File: config.mk
export PLATFORM = sky130hd
export DESIGN_NAME = base64_utf16_decoder_core
export DESIGN_NICKNAME = d
export VERILOG_FILES = /design/src/b64u_pkg.sv /design/src/b64u_queue.sv /design/src/b64u_front.sv /design/src/b64u_back.sv /design/src/base64_utf16_decoder_core.sv
export VERILOG_INCLUDE_DIRS = /design/src /design/src/src
export SDC_FILE = /design/constraint.sdc
export NUM_CORES = 1
export LEC_CHECK = 0
export BUFFER_PORTS_ARGS = -buffer_cell sky130_fd_sc_hd__buf_4
export CAP_MARGIN = 15
export CELL_PAD_IN_SITES_DETAIL_PLACEMENT = 1
export CELL_PAD_IN_SITES_GLOBAL_PLACEMENT = 2
export CORE_UTILIZATION = 45
export DETAILED_ROUTE_END_ITERATION = 7
export PLACE_DENSITY_LB_ADDON = 0.1
export SETUP_SLACK_MARGIN = 0.2
export SKIP_LAST_GASP = 1
export SYNTH_ARGS = -nofsm -noshare
export SYNTH_HDL_FRONTEND = slang
export SYNTH_SLANG_ARGS = --single-unit
File: constraint.sdc
create_clock -name clk -period 18.9 [get_ports clk]
set_clock_uncertainty 0.2 [all_clocks]
set_input_delay 3.78 -clock clk [delete_from_list [all_inputs] [get_ports clk]]
set_output_delay 3.78 -clock clk [all_outputs]
set_load 0.03 [all_outputs]
File: src/base64_utf16_decoder_core_macros.svh
// assertion macros for the base64 utf-16 decoder core
// no dependencies; included by the modules that carry assertions
`ifndef BASE64_UTF16_DECODER_CORE_MACROS_SVH
`define BASE64_UTF16_DECODER_CORE_MACROS_SVH

`ifndef ASSERT_OFF
// property must hold at every clock edge outside reset
`define B64U_ASSERT(lbl, clk, rst_n, prop, msg) \
	lbl: assert property (@(posedge clk) disable iff (!rst_n) prop) \
	else $error(msg);
// condition must never be true outside reset
`define B64U_NEVER(lbl, clk, rst_n, cond, msg) \
	`B64U_ASSERT(lbl, clk, rst_n, !(cond), msg)
`else
`define B64U_ASSERT(lbl, clk, rst_n, prop, msg)
`define B64U_NEVER(lbl, clk, rst_n, cond, msg)
`endif

`endif

File: src/b64u_pkg.sv
// types, codes and constants shared by the base64 utf-16 decoder core
// no dependencies
package b64u_pkg;

	localparam int CMD_DEPTH_DEF = 4;
	localparam int RES_DEPTH_DEF = 4;

	localparam logic [7:0]  MIN_SYMBOLS_RST = 8'd8;
	localparam logic [15:0] UNIT_LIMIT_RST  = 16'd1023;

	localparam logic [5:0] LOWER_BASE = 6'd26;
	localparam logic [5:0] DIGIT_BASE = 6'd52;
	localparam logic [5:0] PLUS_CODE  = 6'd62;
	localparam logic [5:0] SLASH_CODE = 6'd63;
	localparam logic [7:0] COUNT_MAX  = 8'd255;

	// configuration register indexes
	typedef enum logic {
		REG_MIN_SYMBOLS = 1'b0,
		REG_UNIT_LIMIT  = 1'b1
	} reg_idx_t;

	typedef enum logic [1:0] {
		K_SKIP,
		K_DATA,
		K_PAD,
		K_BAD
	} kind_t;

	typedef enum logic [2:0] {
		ST_OK,
		ST_BAD_CHAR,
		ST_TOO_FEW,
		ST_NO_UNITS,
		ST_TOO_MANY
	} status_t;

	typedef struct packed {
		kind_t      kind;
		logic [5:0] sextet;
		logic       last;
	} cmd_t;

	typedef struct packed {
		logic        unit_present;
		logic [15:0] decoded_unit;
		logic        end_of_text;
		status_t     status;
	} res_t;

endpackage

File: src/b64u_queue.sv
// small register queue, up to two items pushed and one popped per cycle
// depends on base64_utf16_decoder_core_macros.svh
`include "base64_utf16_decoder_core_macros.svh"

module b64u_queue #(
	parameter int WIDTH = 8,
	parameter int DEPTH = 4
) (
	input  logic                       clk,
	input  logic                       arst_n,
	input  logic [1:0]                 push_cnt,
	input  logic [WIDTH-1:0]           wdata0,
	input  logic [WIDTH-1:0]           wdata1,
	input  logic                       pop,
	output logic [WIDTH-1:0]           rdata,
	output logic [$clog2(DEPTH+1)-1:0] count
);

	localparam int PW = $clog2(DEPTH);
	localparam int CW = $clog2(DEPTH+1);

	logic [WIDTH-1:0] mem_q [DEPTH];
	logic [PW-1:0]    wr_ptr_q, rd_ptr_q;
	logic [CW-1:0]    count_q;

	function automatic logic [PW-1:0] wrap_add(logic [PW-1:0] p, logic [1:0] n);
		logic [PW:0] s;
		s = {1'b0, p} + (PW+1)'(n);
		if (s >= (PW+1)'(DEPTH)) s = s - (PW+1)'(DEPTH);
		return s[PW-1:0];
	endfunction

	always_ff @(posedge clk) begin
		if (push_cnt != 2'd0) mem_q[wr_ptr_q] <= wdata0;
		if (push_cnt == 2'd2) mem_q[wrap_add(wr_ptr_q, 2'd1)] <= wdata1;
	end

	always_ff @(posedge clk or negedge arst_n) begin
		if (!arst_n) begin
			wr_ptr_q <= '0;
			rd_ptr_q <= '0;
			count_q  <= '0;
		end else begin
			wr_ptr_q <= wrap_add(wr_ptr_q, push_cnt);
			rd_ptr_q <= wrap_add(rd_ptr_q, {1'b0, pop});
			count_q  <= count_q + CW'(push_cnt) - CW'(pop);
		end
	end

	assign rdata = mem_q[rd_ptr_q];
	assign count = count_q;

	`B64U_ASSERT(a_count_range, clk, arst_n, count_q <= CW'(DEPTH), "queue count beyond depth")
	`B64U_ASSERT(a_no_overflow, clk, arst_n, (CW+1)'(count_q) + (CW+1)'(push_cnt) <= (CW+1)'(DEPTH), "queue overflow")
	`B64U_NEVER(a_no_underflow, clk, arst_n, pop && count_q == '0, "pop from empty queue")
	`B64U_ASSERT(a_pop_only, clk, arst_n, (pop && push_cnt == 2'd0) |=> count_q == $past(count_q) - CW'(1), "count not tracking pop")

endmodule

File: src/b64u_front.sv
// front part: classifies each character and queues it for the decoder
// depends on b64u_pkg and b64u_queue
module b64u_front #(
	parameter int CMD_DEPTH = b64u_pkg::CMD_DEPTH_DEF
) (
	input  logic          clk,
	input  logic          arst_n,
	input  logic          push,
	input  logic [15:0]   symbol,
	input  logic          final_symbol,
	output logic          full,
	output logic          cmd_valid,
	output b64u_pkg::cmd_t cmd,
	input  logic          cmd_pop
);
	import b64u_pkg::*;

	localparam int CW = $clog2(CMD_DEPTH+1);

	cmd_t          cls;
	logic          take;
	logic [CW-1:0] cmd_count;

	always_comb begin
		cls.kind   = K_BAD;
		cls.sextet = '0;
		cls.last   = final_symbol;
		if (symbol >= 16'h0041 && symbol <= 16'h005A) begin
			cls.kind   = K_DATA;
			cls.sextet = 6'(symbol - 16'h0041);
		end else if (symbol >= 16'h0061 && symbol <= 16'h007A) begin
			cls.kind   = K_DATA;
			cls.sextet = 6'(symbol - 16'h0061) + LOWER_BASE;
		end else if (symbol >= 16'h0030 && symbol <= 16'h0039) begin
			cls.kind   = K_DATA;
			cls.sextet = 6'(symbol - 16'h0030) + DIGIT_BASE;
		end else if (symbol == 16'h002B) begin
			cls.kind   = K_DATA;
			cls.sextet = PLUS_CODE;
		end else if (symbol == 16'h002F) begin
			cls.kind   = K_DATA;
			cls.sextet = SLASH_CODE;
		end else if (symbol == 16'h003D) begin
			cls.kind = K_PAD;
		end else if (symbol == 16'h0020 || symbol == 16'h0009 ||
		             symbol == 16'h000D || symbol == 16'h000A) begin
			cls.kind = K_SKIP;
		end
	end

	assign full = (cmd_count == CW'(CMD_DEPTH));
	assign take = push && !full;
	assign cmd_valid = (cmd_count != '0);

	b64u_queue #(
		.WIDTH ($bits(cmd_t)),
		.DEPTH (CMD_DEPTH)
	) u_cmd_q (
		.clk      (clk),
		.arst_n   (arst_n),
		.push_cnt ({1'b0, take}),
		.wdata0   (cls),
		.wdata1   (cls),
		.pop      (cmd_pop),
		.rdata    (cmd),
		.count    (cmd_count)
	);

endmodule

File: src/b64u_back.sv
// back part: group assembly, byte pairing, limits, status and result queue
// depends on b64u_pkg and b64u_queue
module b64u_back #(
	parameter int RES_DEPTH = b64u_pkg::RES_DEPTH_DEF
) (
	input  logic           clk,
	input  logic           arst_n,
	input  logic           cmd_valid,
	input  b64u_pkg::cmd_t cmd,
	output logic           cmd_pop,
	input  logic           cfg_we,
	input  logic           cfg_addr,
	input  logic [15:0]    cfg_wdata,
	input  logic           pop,
	output logic           empty,
	output b64u_pkg::res_t head
);
	import b64u_pkg::*;

	localparam int CW = $clog2(RES_DEPTH+1);
	localparam logic [CW-1:0] RoomMax = CW'(RES_DEPTH - 2);

	logic [7:0]  min_q;
	logic [15:0] limit_q;

	logic [17:0] group_q, n_group;
	logic [1:0]  fill_q, n_fill;
	logic        pdone_q, n_pdone;
	logic [7:0]  hb_q, n_hb;
	logic        hv_q, n_hv;
	logic [7:0]  dcnt_q, n_dcnt;
	logic [15:0] ucnt_q, n_ucnt;
	status_t     err_q, n_err;

	logic          go;
	logic [1:0]    nbytes, nout;
	logic [7:0]    bytes_v [3];
	logic [15:0]   units [2];
	logic [23:0]   word;
	status_t       st;
	res_t          r0, r1;
	logic [1:0]    push_cnt;
	logic [CW-1:0] res_count;

	assign go      = cmd_valid && (res_count <= RoomMax);
	assign cmd_pop = go;

	always_comb begin
		n_group = group_q;
		n_fill  = fill_q;
		n_pdone = pdone_q;
		n_hb    = hb_q;
		n_hv    = hv_q;
		n_dcnt  = dcnt_q;
		n_ucnt  = ucnt_q;
		n_err   = err_q;
		nbytes  = '0;
		nout    = '0;
		bytes_v = '{default: '0};
		units   = '{default: '0};
		word    = {group_q, cmd.sextet};
		st      = ST_OK;

		// after padding or a bad character the rest of the text is ignored
		if (err_q != ST_BAD_CHAR && !pdone_q) begin
			unique case (cmd.kind)
				K_DATA: begin
					if (dcnt_q != COUNT_MAX) n_dcnt = dcnt_q + 8'd1;
					if (fill_q == 2'd3) begin
						bytes_v[0] = word[23:16];
						bytes_v[1] = word[15:8];
						bytes_v[2] = word[7:0];
						nbytes     = 2'd3;
						n_group    = '0;
						n_fill     = '0;
					end else begin
						n_group = {group_q[11:0], cmd.sextet};
						n_fill  = fill_q + 2'd1;
					end
				end
				K_PAD: begin
					if (fill_q == 2'd2) begin
						bytes_v[0] = group_q[11:4];
						nbytes     = 2'd1;
					end else if (fill_q == 2'd3) begin
						bytes_v[0] = group_q[17:10];
						bytes_v[1] = group_q[9:2];
						nbytes     = 2'd2;
					end
					n_pdone = 1'b1;
				end
				K_BAD:  n_err = ST_BAD_CHAR;
				K_SKIP: ;
				default: ;
			endcase
		end

		// pair bytes low first; units past the limit are withheld
		for (int i = 0; i < 3; i++) begin
			if (2'(i) < nbytes) begin
				if (!n_hv) begin
					n_hb = bytes_v[i];
					n_hv = 1'b1;
				end else begin
					n_hv = 1'b0;
					if (n_err == ST_TOO_MANY || n_ucnt >= limit_q) begin
						n_err = ST_TOO_MANY;
					end else begin
						n_ucnt          = n_ucnt + 16'd1;
						units[nout[0]]  = {bytes_v[i], n_hb};
						nout            = nout + 2'd1;
					end
				end
			end
		end

		priority if (n_err == ST_BAD_CHAR)                   st = ST_BAD_CHAR;
		else if (n_dcnt < min_q)                             st = ST_TOO_FEW;
		else if (n_ucnt == '0 && n_err != ST_TOO_MANY)       st = ST_NO_UNITS;
		else if (n_err == ST_TOO_MANY)                       st = ST_TOO_MANY;
		else                                                 st = ST_OK;

		r0 = '{unit_present: nout != 2'd0, decoded_unit: units[0],
		       end_of_text: 1'b0, status: ST_OK};
		r1 = '{unit_present: 1'b1, decoded_unit: units[1],
		       end_of_text: 1'b0, status: ST_OK};

		if (cmd.last) begin
			if (nout == 2'd0) nout = 2'd1;
			if (nout == 2'd1) begin
				r0.end_of_text = 1'b1;
				r0.status      = st;
			end else begin
				r1.end_of_text = 1'b1;
				r1.status      = st;
			end
			n_group = '0;
			n_fill  = '0;
			n_pdone = 1'b0;
			n_hb    = '0;
			n_hv    = 1'b0;
			n_dcnt  = '0;
			n_ucnt  = '0;
			n_err   = ST_OK;
		end
	end

	assign push_cnt = go ? nout : 2'd0;

	always_ff @(posedge clk or negedge arst_n) begin
		if (!arst_n) begin
			min_q   <= MIN_SYMBOLS_RST;
			limit_q <= UNIT_LIMIT_RST;
		end else if (cfg_we) begin
			unique case (reg_idx_t'(cfg_addr))
				REG_MIN_SYMBOLS: min_q   <= cfg_wdata[7:0];
				REG_UNIT_LIMIT:  limit_q <= cfg_wdata;
				default: ;
			endcase
		end
	end

	always_ff @(posedge clk or negedge arst_n) begin
		if (!arst_n) begin
			group_q <= '0;
			fill_q  <= '0;
			pdone_q <= 1'b0;
			hb_q    <= '0;
			hv_q    <= 1'b0;
			dcnt_q  <= '0;
			ucnt_q  <= '0;
			err_q   <= ST_OK;
		end else if (go) begin
			group_q <= n_group;
			fill_q  <= n_fill;
			pdone_q <= n_pdone;
			hb_q    <= n_hb;
			hv_q    <= n_hv;
			dcnt_q  <= n_dcnt;
			ucnt_q  <= n_ucnt;
			err_q   <= n_err;
		end
	end

	assign empty = (res_count == '0);

	b64u_queue #(
		.WIDTH ($bits(res_t)),
		.DEPTH (RES_DEPTH)
	) u_res_q (
		.clk      (clk),
		.arst_n   (arst_n),
		.push_cnt (push_cnt),
		.wdata0   (r0),
		.wdata1   (r1),
		.pop      (pop && !empty),
		.rdata    (head),
		.count    (res_count)
	);

endmodule

File: src/base64_utf16_decoder_core.sv
// base64 decoder for utf-16 text: one character per cycle in unless full; 16-bit units out
// a character is registered in the command queue, then its results in the result queue
// one character per cycle while the result queue has room; results leave one per cycle
// every character waits in the command queue until the result queue has room for two results
// reset: arst_n clears queues and text state and loads register defaults; no clearing pass
module base64_utf16_decoder_core #(
	parameter int CMD_DEPTH = b64u_pkg::CMD_DEPTH_DEF,
	parameter int RES_DEPTH = b64u_pkg::RES_DEPTH_DEF
) (
	input  logic        clk,
	input  logic        arst_n,
	input  logic        push,
	output logic        full,
	input  logic [15:0] symbol,
	input  logic        final_symbol,
	output logic        empty,
	input  logic        pop,
	output logic        unit_present,
	output logic [15:0] decoded_unit,
	output logic        end_of_text,
	output logic [2:0]  status,
	input  logic        cfg_we,
	input  logic        cfg_addr,
	input  logic [15:0] cfg_wdata
);
	import b64u_pkg::*;

	logic cmd_valid, cmd_pop;
	cmd_t cmd;
	res_t head;

	b64u_front #(
		.CMD_DEPTH (CMD_DEPTH)
	) u_front (
		.clk          (clk),
		.arst_n       (arst_n),
		.push         (push),
		.symbol       (symbol),
		.final_symbol (final_symbol),
		.full         (full),
		.cmd_valid    (cmd_valid),
		.cmd          (cmd),
		.cmd_pop      (cmd_pop)
	);

	b64u_back #(
		.RES_DEPTH (RES_DEPTH)
	) u_back (
		.clk       (clk),
		.arst_n    (arst_n),
		.cmd_valid (cmd_valid),
		.cmd       (cmd),
		.cmd_pop   (cmd_pop),
		.cfg_we    (cfg_we),
		.cfg_addr  (cfg_addr),
		.cfg_wdata (cfg_wdata),
		.pop       (pop),
		.empty     (empty),
		.head      (head)
	);

	assign unit_present = head.unit_present;
	assign decoded_unit = head.decoded_unit;
	assign end_of_text  = head.end_of_text;
	assign status       = 3'(head.status);

endmodule

==> out/results.ini <==
[outcome]
status = completed

[power_and_ir_drop]
pwr_density_cell_mw_per_mm2 = 116
power_leakage_nw = 5.90
finalPower_mw = 1.73
irDropWorstVdd_v = 0.0000984

[min_path]
worstHoldPathType = flop to flop

[timing]
fin_crit_sh = 0.590
holdWs_ns = 0.291
report.final.hold_viol_count = 0
fmax_mhz = 89.7
relSlewSlack = 0.281
min_period_ns = 11.15
rsz0062_at_grt = no
worst_slew_pin_slew_ns = 1.08
fin_ws_ns = 7.75
tns_ns = 0
setup_viol = 0
maxSlewViolCount = 0

[synth]
synth_top_area_frac = 0.263
synthDistinctLibCells = 83
synth_seq_area_share = 0.450
syn_avg_cell_area_um2 = 10.5
syn_area_mm2 = 0.0132
ys_async_sr_fraction = 0.442
synth.area.top_cells = edfxtp_1, dfrtp_1, ha_1
netlist_instances = 1262
synth_edf_count = 116
ys_seq_elements = 215
syn_nets = 1386
synth.largest_area_cell = edfxtp_1
yosys_warnings = 0
synthFlopType = edfxtp_1

[final_layout]
drive_gt1_frac = 0.164
final_util = 0.515
n_fill_cell = 3170
design_area_mm2 = 0.0149
antenna_cells = 0
instances_no_fill = 1704
nets = 1425
syn_to_final_growth_pct = 12.3

[global_routing]
overflow = 0
grt_use_total = 0.266
grt_first_pass_wirelength_mm = 63.2
grt_pass1_vias = 10900
antenna_found_initial = 0
grt_max_degree = 66

[clock_network]
cts_tree = built
clk_path_buf_depth = 3
path_clk_slew_ns = 0.06
cts_root_buf = clkbuf_16
cts_resized = 0
cts_sinks = 215
cts-buffers-inserted = 25
postCtsSetupRepairBufs = 0
clk_latency_ns = 0.52
htree_levels = 1
holdBufCountCts = 0

[placed_design]
gp_congestion = 0.893
dpl.hpwl_mm = 28.1
dp_cells = 1658
dpl-instance-area_mm2 = 0.0140
port_buffers = 61
pre_cts_slack_ns = 7.81

[die]
rows = 62
die_h_um = 174
die_area_mm2 = 0.0301
start_util = 0.459
boundaryPins = 62
fp.coreArea_mm2 = 0.0289
die_x_um = 174

[route]
ant_nets = 0
drc = 0
vias = 10400
drtIter0Drc = 736
wire_per_inst_um = 23.0
first_pass_iters = 7
wl_mm = 39.1
avgViaCountPerCell = 6.13

[worst_setup_path]
critPathMaxFanout = 24
criticalPathCategory = flop to flop
start_kind = flop
crit_slowest_cell = dfrtp_1
cp.arrival_ns = 11.33
r2r_slack_ns = 7.75
cp.required_ns = 19.08
crit_path_end_kind = flop
cp_slowest_stage_delay_ns = 0.76

[run]
drv_cap = 0

==> critical path, delay by kind of cell (launching register included) <==
kind                     cells  cell delay (ns)
AO/OA/AOI/OAI               11             2.72
XOR/XNOR                     3             1.05
AND/OR/NAND/NOR             13             3.96
flip-flops                   1             0.76
adder cells (fa/ha/maj)      3             0.89
multiplexers                 1             0.63
buffers and inverters        3             0.77
==> cells in the final DEF (no fill, tap or decap), drive strengths merged, types with 11 or more instances in the layout <==
cell	instances
o22ai	70
dfrtp	84
xor2	20
nand3	38
dfstp	11
and2	14
mux4	30
nor3	28
inv	76
a31oi	21
nand4	14
xnor2	45
clkbuf	28
nor2b	17
ha	83
a22o	31
mux2	22
and3	16
a22oi	24
nand2	126
buf	73
a21oi	40
edfxtp	116
mux2i	12
o21ai	86
nor2	66
==> state kept, by name (all words and copies together) (netlist names), 3 cells and up <==
signal	count
u_front.u_cmd_q.mem_q	36
u_front.u_cmd_q.count	3
u_back.err_q	3
u_back.limit_q	16
u_back.hb_q	8
u_back.u_res_q.count	3
u_back.min_q	8
u_back.ucnt_q	16
u_back.u_res_q.mem_q	84
u_back.dcnt_q	8
u_back.group_q	18
==> cell type report <==
type / instances / area [µm²] / area share
Multi-Input combinational cell: 912 / 6780 / 0.456
Sequential cell: 215 / 5950 / 0.400
Clock buffer: 28 / 647 / 0.0435
Timing Repair Buffer: 73 / 548 / 0.0369
Tap cell: 384 / 480 / 0.0323
Inverter: 74 / 283 / 0.0190
Clock inverter: 18 / 183 / 0.0123
==> per-layer routing <==
| metal | wire length, µm | GRT usage | vias up |
|---|---|---|---|
| li1 | - | - | 4804 |
| met1 | 18100 | 0.385 | 5293 |
| met2 | 18200 | 0.426 | 294 |
| met3 | 2150 | 0.0360 | 52 |
| met4 | 740 | 0.0597 | 0 |
| met5 | 0 | 0 | - |
==> cell usage after synthesis, types with 14 or more instances <==
| cell | number |
|---|---|
| nand2_1 | 126 |
| edfxtp_1 | 116 |
| dfrtp_1 | 84 |
| ha_1 | 83 |
| o21ai_0 | 79 |
| o22ai_1 | 70 |
| inv_1 | 69 |
| nor2_1 | 66 |
| clkbuf_1 | 51 |
| xnor2_1 | 44 |
| a21oi_1 | 39 |
| nand3_1 | 38 |
| a22o_1 | 31 |
| mux4_2 | 30 |
| nor3_1 | 25 |
| a22oi_1 | 24 |
| mux2_2 | 22 |
| a31oi_1 | 21 |
| xor2_1 | 19 |
| nor2b_1 | 17 |
| and3_1 | 16 |
| nand4_1 | 14 |
==> kinds of logic after synthesis <==
group | Yosys count | synth area share
flops | 215 | 0.450
fa+ha+maj | 85 | 0.0814
mux | 64 | 0.0788
compound gates | 322 | 0.160
simple gates | 376 | 0.146
buf+inv | 135 | 0.0402
xor+xnor | 65 | 0.0441
==> report_power, final <==
part	switching, mW	internal [mW]
registers	0.0768	0.583
logic	0.362	0.215
clock network	0.200	0.289
==> final timing paths <==
path / cells past startpoint / end / startpoint
worst max-delay path: 34 / u_back.u_res_q.mem_q[3][1] / u_front.u_cmd_q.rd_ptr_q[0]
worst min-delay path: 2 / u_back.u_res_q.mem_q[2][20] / u_back.u_res_q.mem_q[2][20]
worst max register to register: 34 / u_back.u_res_q.mem_q[3][1] / u_front.u_cmd_q.rd_ptr_q[0]
worst min register to register: 2 / u_back.u_res_q.mem_q[2][20] / u_back.u_res_q.mem_q[2][20]
max in group asynchronous: 2 / u_back.group_q[13] / arst_n
min in group asynchronous: 1 / u_back.limit_q[10] / arst_n
Power figures use the tool's default switching activity.
